$ cat config.mk
export PLATFORM = sky130hd
export DESIGN_NAME = pfap_merge
export DESIGN_NICKNAME = d
export VERILOG_FILES = /design/src/rtl/core/pfap_pkg.sv /design/src/rtl/core/pfap_merge.sv
export SDC_FILE = /design/constraint.sdc
export NUM_CORES = 1
export LEC_CHECK = 0
export ABC_AREA = 0
export BUFFER_PORTS_ARGS = -buffer_cell sky130_fd_sc_hd__buf_2
export CORE_ASPECT_RATIO = 1.4
export CORE_MARGIN = 8
export CORE_UTILIZATION = 25
export DETAILED_ROUTE_END_ITERATION = 16
export PLACE_DENSITY_LB_ADDON = 0.1
export REMOVE_ABC_BUFFERS = 1
export SLEW_MARGIN = 20
export SYNTH_ARGS = -nofsm -noshare
export SYNTH_HDL_FRONTEND = slang
export SYNTH_SLANG_ARGS = --single-unit
export TNS_END_PERCENT = 20
$ cat constraint.sdc
create_clock -name clk -period 0.8 [get_ports clk]
set_input_delay 0.12 -clock clk [delete_from_list [all_inputs] [get_ports clk]]
set_output_delay 0.12 -clock clk [all_outputs]
set_load 0.01 [all_outputs]
$ cat src/rtl/core/pfap_pkg.sv
package pfap_pkg;

	localparam int AXES_DEF   = 4;
	localparam int VAL_W      = 32;
	localparam int GAIN_W     = 16;
	localparam int DT_W       = 16;
	localparam int CFG_W      = 64;
	localparam int CFG_IDX_W  = 2;
	localparam int GAIN_SLOTS = 4;
	// Derivative numerator: 16-bit gain times 33-bit difference, shifted by 8.
	localparam int NUM_W      = 57;
	localparam int QUO_W      = 57;

	localparam logic [CFG_IDX_W-1:0] REG_PROP  = 2'd0;
	localparam logic [CFG_IDX_W-1:0] REG_INTEG = 2'd1;
	localparam logic [CFG_IDX_W-1:0] REG_DERIV = 2'd2;

	localparam logic OP_COMPUTE = 1'b0;
	localparam logic OP_CLEAR   = 1'b1;

	typedef enum logic [4:0] {
		ST_IDLE = 5'b00001,
		ST_MUL  = 5'b00010,
		ST_PREP = 5'b00100,
		ST_DIV  = 5'b01000,
		ST_OUT  = 5'b10000
	} lane_state_t;

	typedef struct packed {
		logic start;
		logic clear;
	} lane_ctl_t;

	function automatic logic signed [VAL_W-1:0] sat32(input logic signed [63:0] v);
		logic signed [63:0] mx;
		logic signed [63:0] mn;
		mx = 64'sd2147483647;
		mn = -64'sd2147483648;
		if (v > mx)
			return 32'sh7fffffff;
		else if (v < mn)
			return 32'sh80000000;
		else
			return v[VAL_W-1:0];
	endfunction

endpackage

$ cat src/rtl/core/pfap_merge.sv
module pfap_merge import pfap_pkg::*; #(
	parameter int AXES = AXES_DEF
) (
	input  logic                              clk,
	input  logic                              arst_n,
	input  logic [AXES-1:0]                   lane_done,
	input  logic [AXES-1:0][VAL_W-1:0]        lane_drive,
	input  logic                              take,
	output logic                              full,
	output logic [AXES-1:0][VAL_W-1:0]        result
);

	logic full_q;
	logic [AXES-1:0][VAL_W-1:0] result_q;

	always_ff @(posedge clk or negedge arst_n) begin
		if (!arst_n)
			full_q <= 1'b0;
		else if (&lane_done)
			full_q <= 1'b1;
		else if (take)
			full_q <= 1'b0;
	end

	always_ff @(posedge clk) begin
		if (&lane_done)
			result_q <= lane_drive;
	end

	assign full   = full_q;
	assign result = result_q;

	property p_lanes_together;
		@(posedge clk) disable iff (!arst_n) (|lane_done) |-> (&lane_done);
	endproperty
	assert property (p_lanes_together) else $error("lanes finished out of step");

	property p_no_overwrite;
		@(posedge clk) disable iff (!arst_n) (&lane_done) |-> (!full_q || take);
	endproperty
	assert property (p_no_overwrite) else $error("result overwritten before taken");

	property p_hold;
		@(posedge clk) disable iff (!arst_n) (full_q && !take && !(&lane_done)) |=> full_q;
	endproperty
	assert property (p_hold) else $error("result dropped");

endmodule

==> metrics.json, run 1 <==
{
  "outcome.stop_stage": {"value": "clock tree synthesis (4_1_cts)"},
  "cts_hold_buffers": {"value": 127},
  "share_of_async_settable_or_async_resettable_flops_after_synthesis": {"value": 0.775, "unit": "%"},
  "synth_warnings": {"value": 0},
  "synth_area": {"value": 3890, "unit": "um2"},
  "post_synth_inst_count": {"value": 132},
  "error": {"value": "[ERROR RSZ-0060] Max buffer count reached."},
  "globalplace.congestion": {"value": 0.668},
  "std_cell_rows": {"value": 54},
  "cts_made_buffers": {"value": 17},
  "synth_edf_count": {"value": 128},
  "post-synth-top-count-cell": {"value": "sky130_fd_sc_hd__edfxtp_1"},
  "clk_root_buffer_cell": {"value": "sky130_fd_sc_hd__clkbuf_16"},
  "chipWidth": {"value": 121, "unit": "um"},
  "syn-mean-instance-area": {"value": 29.5, "unit": "um2"},
  "top_level_pins": {"value": 264},
  "post_synth_most_frequent_cells": {"value": "128 x sky130_fd_sc_hd__edfxtp_1, 1 x sky130_fd_sc_hd__a21o_1, 1 x sky130_fd_sc_hd__and4_4, 1 x sky130_fd_sc_hd__dfrtp_1, 1 x sky130_fd_sc_hd__inv_1"},
  "clk_path_buf_depth": {"value": 2},
  "cell_types_with_the_largest_area_share_after_synthesis": {"value": "sky130_fd_sc_hd__edfxtp_1 99%, sky130_fd_sc_hd__dfrtp_1 0.64%, sky130_fd_sc_hd__and4_4 0.29%"},
  "initial_core_util": {"value": 25.3, "unit": "%"},
  "postCtsSetupBuffers": {"value": 0},
  "synth_top_flop_cell": {"value": "sky130_fd_sc_hd__edfxtp_1"},
  "port_buffers": {"value": 263},
  "post_synth_num_cell_types": {"value": 5},
  "tritoncts_num_sinks": {"value": 129},
  "dp_hpwl": {"value": 9440, "unit": "um"},
  "die_h": {"value": 164, "unit": "um"},
  "netlist.top_cell.by_area": {"value": "sky130_fd_sc_hd__edfxtp_1"},
  "synth-seq-area-share": {"value": 99.4, "unit": "%"},
  "cts_max_level": {"value": 4},
  "postCtsResizedCells": {"value": 1},
  "yosysTopAreaCellShare": {"value": 98.8, "unit": "%"},
  "status": {"value": "aborted with a tool error"},
  "yosys_reg_bits": {"value": 129}
}
==> logic make-up after synthesis <==
| logic type | after synthesis | synth area share (%) |
|---|---|---|
| buffers and inverters | 1 | 0.0964 |
| AND/OR/NAND/NOR | 1 | 0.289 |
| AO/OA/AOI/OAI | 1 | 0.193 |
| flip-flops | 129 | 99.4 |
==> metrics by stage <==
stage	cells	instance area, um2	worst slack (ns)
3_5_place_dp	599	5550	-0.322
3_3_place_gp	599	5550	-0.332
2_1_floorplan	132	3890	-0.797
==> run 2: changes to the inputs <==
- CORE_ASPECT_RATIO: 1.4 -> unset
- CORE_UTILIZATION: 25 -> 20
- PLACE_DENSITY_LB_ADDON: 0.1 -> 0.15
- clock period: 0.8 -> 1 ns (I/O delays scaled with it)
==> run 2 against run 1 <==
- the flow now finishes, with violations (negative setup slack)
- synthesized cell count unchanged
- area after synthesis unchanged
==> metrics.json, run 2 <==
{
  "final_core_utilization": {"value": 39.1, "unit": "%"},
  "initial_core_util": {"value": 20.2, "unit": "%"},
  "period_share": {"value": 111, "unit": "%"},
  "port_buffers": {"value": 263},
  "failed_checks": {"value": "negative setup slack"},
  "critical_path.cell_chain": {"value": "buf_2"},
  "detailed_route_wire_length": {"value": 12800, "unit": "um"},
  "std_cell_rows": {"value": 51},
  "drt_first_iter_violations": {"value": 141},
  "share_of_cells_above_drive_strength_1": {"value": 53.5, "unit": "%"},
  "power.static_leakage": {"value": 3.11, "unit": "nW"},
  "tritoncts_num_sinks": {"value": 129},
  "chipWidth": {"value": 155, "unit": "um"},
  "top_level_pins": {"value": 264},
  "power_switching_share": {"value": 20.9, "unit": "%"},
  "fmax": {"value": 0.903, "unit": "GHz"},
  "clk_path_buf_depth": {"value": 2},
  "power.total": {"value": 13.3, "unit": "mW"},
  "post-synth-top-count-cell": {"value": "sky130_fd_sc_hd__edfxtp_1"},
  "dp_hpwl": {"value": 9220, "unit": "um"},
  "tightest_slew": {"value": 0.213, "unit": "ns"},
  "grt.total_usage": {"value": 10.5, "unit": "%"},
  "period_minus_slack": {"value": 1.11, "unit": "ns"},
  "die_area": {"value": 24200, "unit": "um2"},
  "tritoncts": {"value": "yes"},
  "cp_data_arrival_time": {"value": 0.96, "unit": "ns"},
  "synth_area": {"value": 3890, "unit": "um2"},
  "fillCellCount": {"value": 1822},
  "layout.nets": {"value": 685},
  "seqCellArea": {"value": 3870, "unit": "um2"},
  "netlist.top_cell.by_area": {"value": "sky130_fd_sc_hd__edfxtp_1"},
  "final_cell_mix": {"value": "261 x sky130_fd_sc_hd__buf_2, 130 x sky130_fd_sc_hd__dlygate4sd3_1, 128 x sky130_fd_sc_hd__edfxtp_1, 17 x sky130_fd_sc_hd__clkbuf_16, 5 x sky130_fd_sc_hd__clkinv_4"},
  "setup.worst_path.class": {"value": "register to primary output"},
  "drt-pass1-iter-count": {"value": 4},
  "syn-mean-instance-area": {"value": 29.5, "unit": "um2"},
  "worst-endpoint-required": {"value": 0.85, "unit": "ns"},
  "via_count_of_the_first_global_routing_pass": {"value": 3292},
  "cp-start-kind": {"value": "register"},
  "combinationalPowerShare": {"value": 7.5, "unit": "%"},
  "finalSetupTns": {"value": -8.67, "unit": "ns"},
  "postCtsSetupBuffers": {"value": 0},
  "cell_types_with_the_largest_area_share_after_synthesis": {"value": "sky130_fd_sc_hd__edfxtp_1 99%, sky130_fd_sc_hd__dfrtp_1 0.64%, sky130_fd_sc_hd__and4_4 0.29%"},
  "min-delay-path-class": {"value": "input port to async pin"},
  "multi_input_comb_area": {"value": 18.8, "unit": "um2"},
  "residual_drc": {"value": 0},
  "skew": {"value": 0, "unit": "ns"},
  "share_of_async_settable_or_async_resettable_flops_after_synthesis": {"value": 0.775, "unit": "%"},
  "final_common_cell": {"value": "sky130_fd_sc_hd__buf_2"},
  "slowest_stage": {"value": "sky130_fd_sc_hd__edfxtp_1"},
  "globalplace.congestion": {"value": 0.752},
  "worst_setup_path_startpoint": {"value": "result[47]"},
  "synth-seq-area-share": {"value": 99.4, "unit": "%"},
  "die_h": {"value": 155, "unit": "um"},
  "non_filler_cells_in_the_finished_layout": {"value": 830},
  "intPower": {"value": 10.5, "unit": "mW"},
  "vias": {"value": 2873},
  "fin_worst_hold_slack": {"value": 0.0387, "unit": "ns"},
  "maxSlewHeadroom": {"value": 85.8, "unit": "%"},
  "report.final.hold_viol_count": {"value": 0},
  "clkPwrFrac": {"value": 46.2, "unit": "%"},
  "worst_skew_pair.late_latency": {"value": 0.41, "unit": "ns"},
  "post_synth_inst_count": {"value": 132},
  "path_clk_slew": {"value": 0.06, "unit": "ns"},
  "path_max_fanout": {"value": 1},
  "timing.critical_path.buf_inv": {"value": 1},
  "crit_path_max_incr_delay": {"value": 0.39, "unit": "ns"},
  "routed_via_density": {"value": 3.46},
  "grt_first_pass_wirelength": {"value": 18900, "unit": "um"},
  "yosys_reg_bits": {"value": 129},
  "r2r_start": {"value": "full"},
  "synth_top_flop_cell": {"value": "sky130_fd_sc_hd__edfxtp_1"},
  "post_synth_most_frequent_cells": {"value": "128 x sky130_fd_sc_hd__edfxtp_1, 1 x sky130_fd_sc_hd__a21o_1, 1 x sky130_fd_sc_hd__and4_4, 1 x sky130_fd_sc_hd__dfrtp_1, 1 x sky130_fd_sc_hd__inv_1"},
  "largest_reg_flops": {"value": 128},
  "timing_max_transition_violations_final": {"value": 0},
  "critical-path-top-delay-family": {"value": "flip-flops"},
  "post-place-cells": {"value": 666},
  "grt_remaining_overflow": {"value": 0},
  "area_of_the_core": {"value": 19300, "unit": "um2"},
  "worst_ir_drop_vdd": {"value": 0.00107, "unit": "V"},
  "postRouteAntennaNets": {"value": 0},
  "synth_warnings": {"value": 0},
  "timing.final.setup_violations": {"value": 129},
  "status": {"value": "finished, violations left"},
  "area_growth_syn_to_layout": {"value": 93.6, "unit": "%"},
  "end_kind": {"value": "primary output"},
  "number_of_antenna_violations_at_the_first_check_in_global_routing": {"value": 2},
  "grt_start_max_net_pins": {"value": 39},
  "power_density": {"value": 1770, "unit": "nW/um2"},
  "rsz0062_at_grt": {"value": "true"},
  "relative_contribution_of_sequential_cells_to_total_power": {"value": 46.3, "unit": "%"},
  "routed_wire_length_per_instance": {"value": 15.4, "unit": "um"},
  "p_sw": {"value": 2.79, "unit": "mW"},
  "cts_max_level": {"value": 4},
  "clk_root_buffer_cell": {"value": "sky130_fd_sc_hd__clkbuf_16"},
  "post_synth_num_cell_types": {"value": 5},
  "yosysTopAreaCellShare": {"value": 98.8, "unit": "%"},
  "post-route-worst-setup-slack": {"value": -0.108, "unit": "ns"},
  "synth_edf_count": {"value": 128},
  "maxCapViolCount": {"value": 0},
  "cts_made_buffers": {"value": 17}
}
## run 2: cell counts after synthesis
No cell type changed its count.
## run 2: logic make-up after synthesis
family	Yosys count	synth area share, %
buf+inv	1	0.0964
flops	129	99.4
simple gates	1	0.289
compound gates	1	0.193
## run 2: per-layer routing
metal / part of all wire (%) / global-route usage (%)
met5: 0 / 0
met4: 2.6 / 6.01
met3: 9.7 / 5.02
met2: 51 / 17.1
met1: 37 / 10.9
## run 2: final cells by class
type / instances / share of cell area (%)
Clock buffer: 19 / 5.88
Tap cell: 265 / 4.40
Sequential cell: 129 / 51.3
Inverter: 1 / 0.0498
Clock inverter: 13 / 2.01
Multi-Input combinational cell: 2 / 0.249
Antenna cell: 2 / 0.0664
Timing Repair Buffer: 399 / 36.0
## run 2: worst paths after layout
check                      cells after the start         end  slack (ns)
min in group clk                               3  result[22]        0.38
hold reg to reg                                1        full        0.49
max in group asynchronous                      2        full        0.88
setup reg to reg                               1        full        0.34
setup / recovery                               1  result[47]       -0.11
hold / removal                                 2        full        0.04
## run 2: through the flow
stage	setup WS [ns]	area, um2
2_1_floorplan	-0.627	3890
3_3_place_gp	-0.158	5620
3_5_place_dp	-0.173	5620
4_1_cts	-0.145	7520
5_1_grt	-0.165	7530
6_report	-0.108	7530
## run 2: power by group through the flow
stage	sequential [mW]	combinational [mW]	clock (mW)
final	6.17	1.00	6.16
after global routing	6.18	1.08	6.61
after CTS	6.17	1.01	6.39
after detailed placement	6.28	0.602	0
after global placement	6.28	0.599	0
after floorplan	6.38	0.0395	0
## run 2: timing repair
item                                    4_1_cts  5_1_grt
resized for setup                             0        2
hold buffers                                130        0
endpoints found under the setup margin      129      129
hold endpoints to repair                    130        0
(Power assumes the default switching activity.)
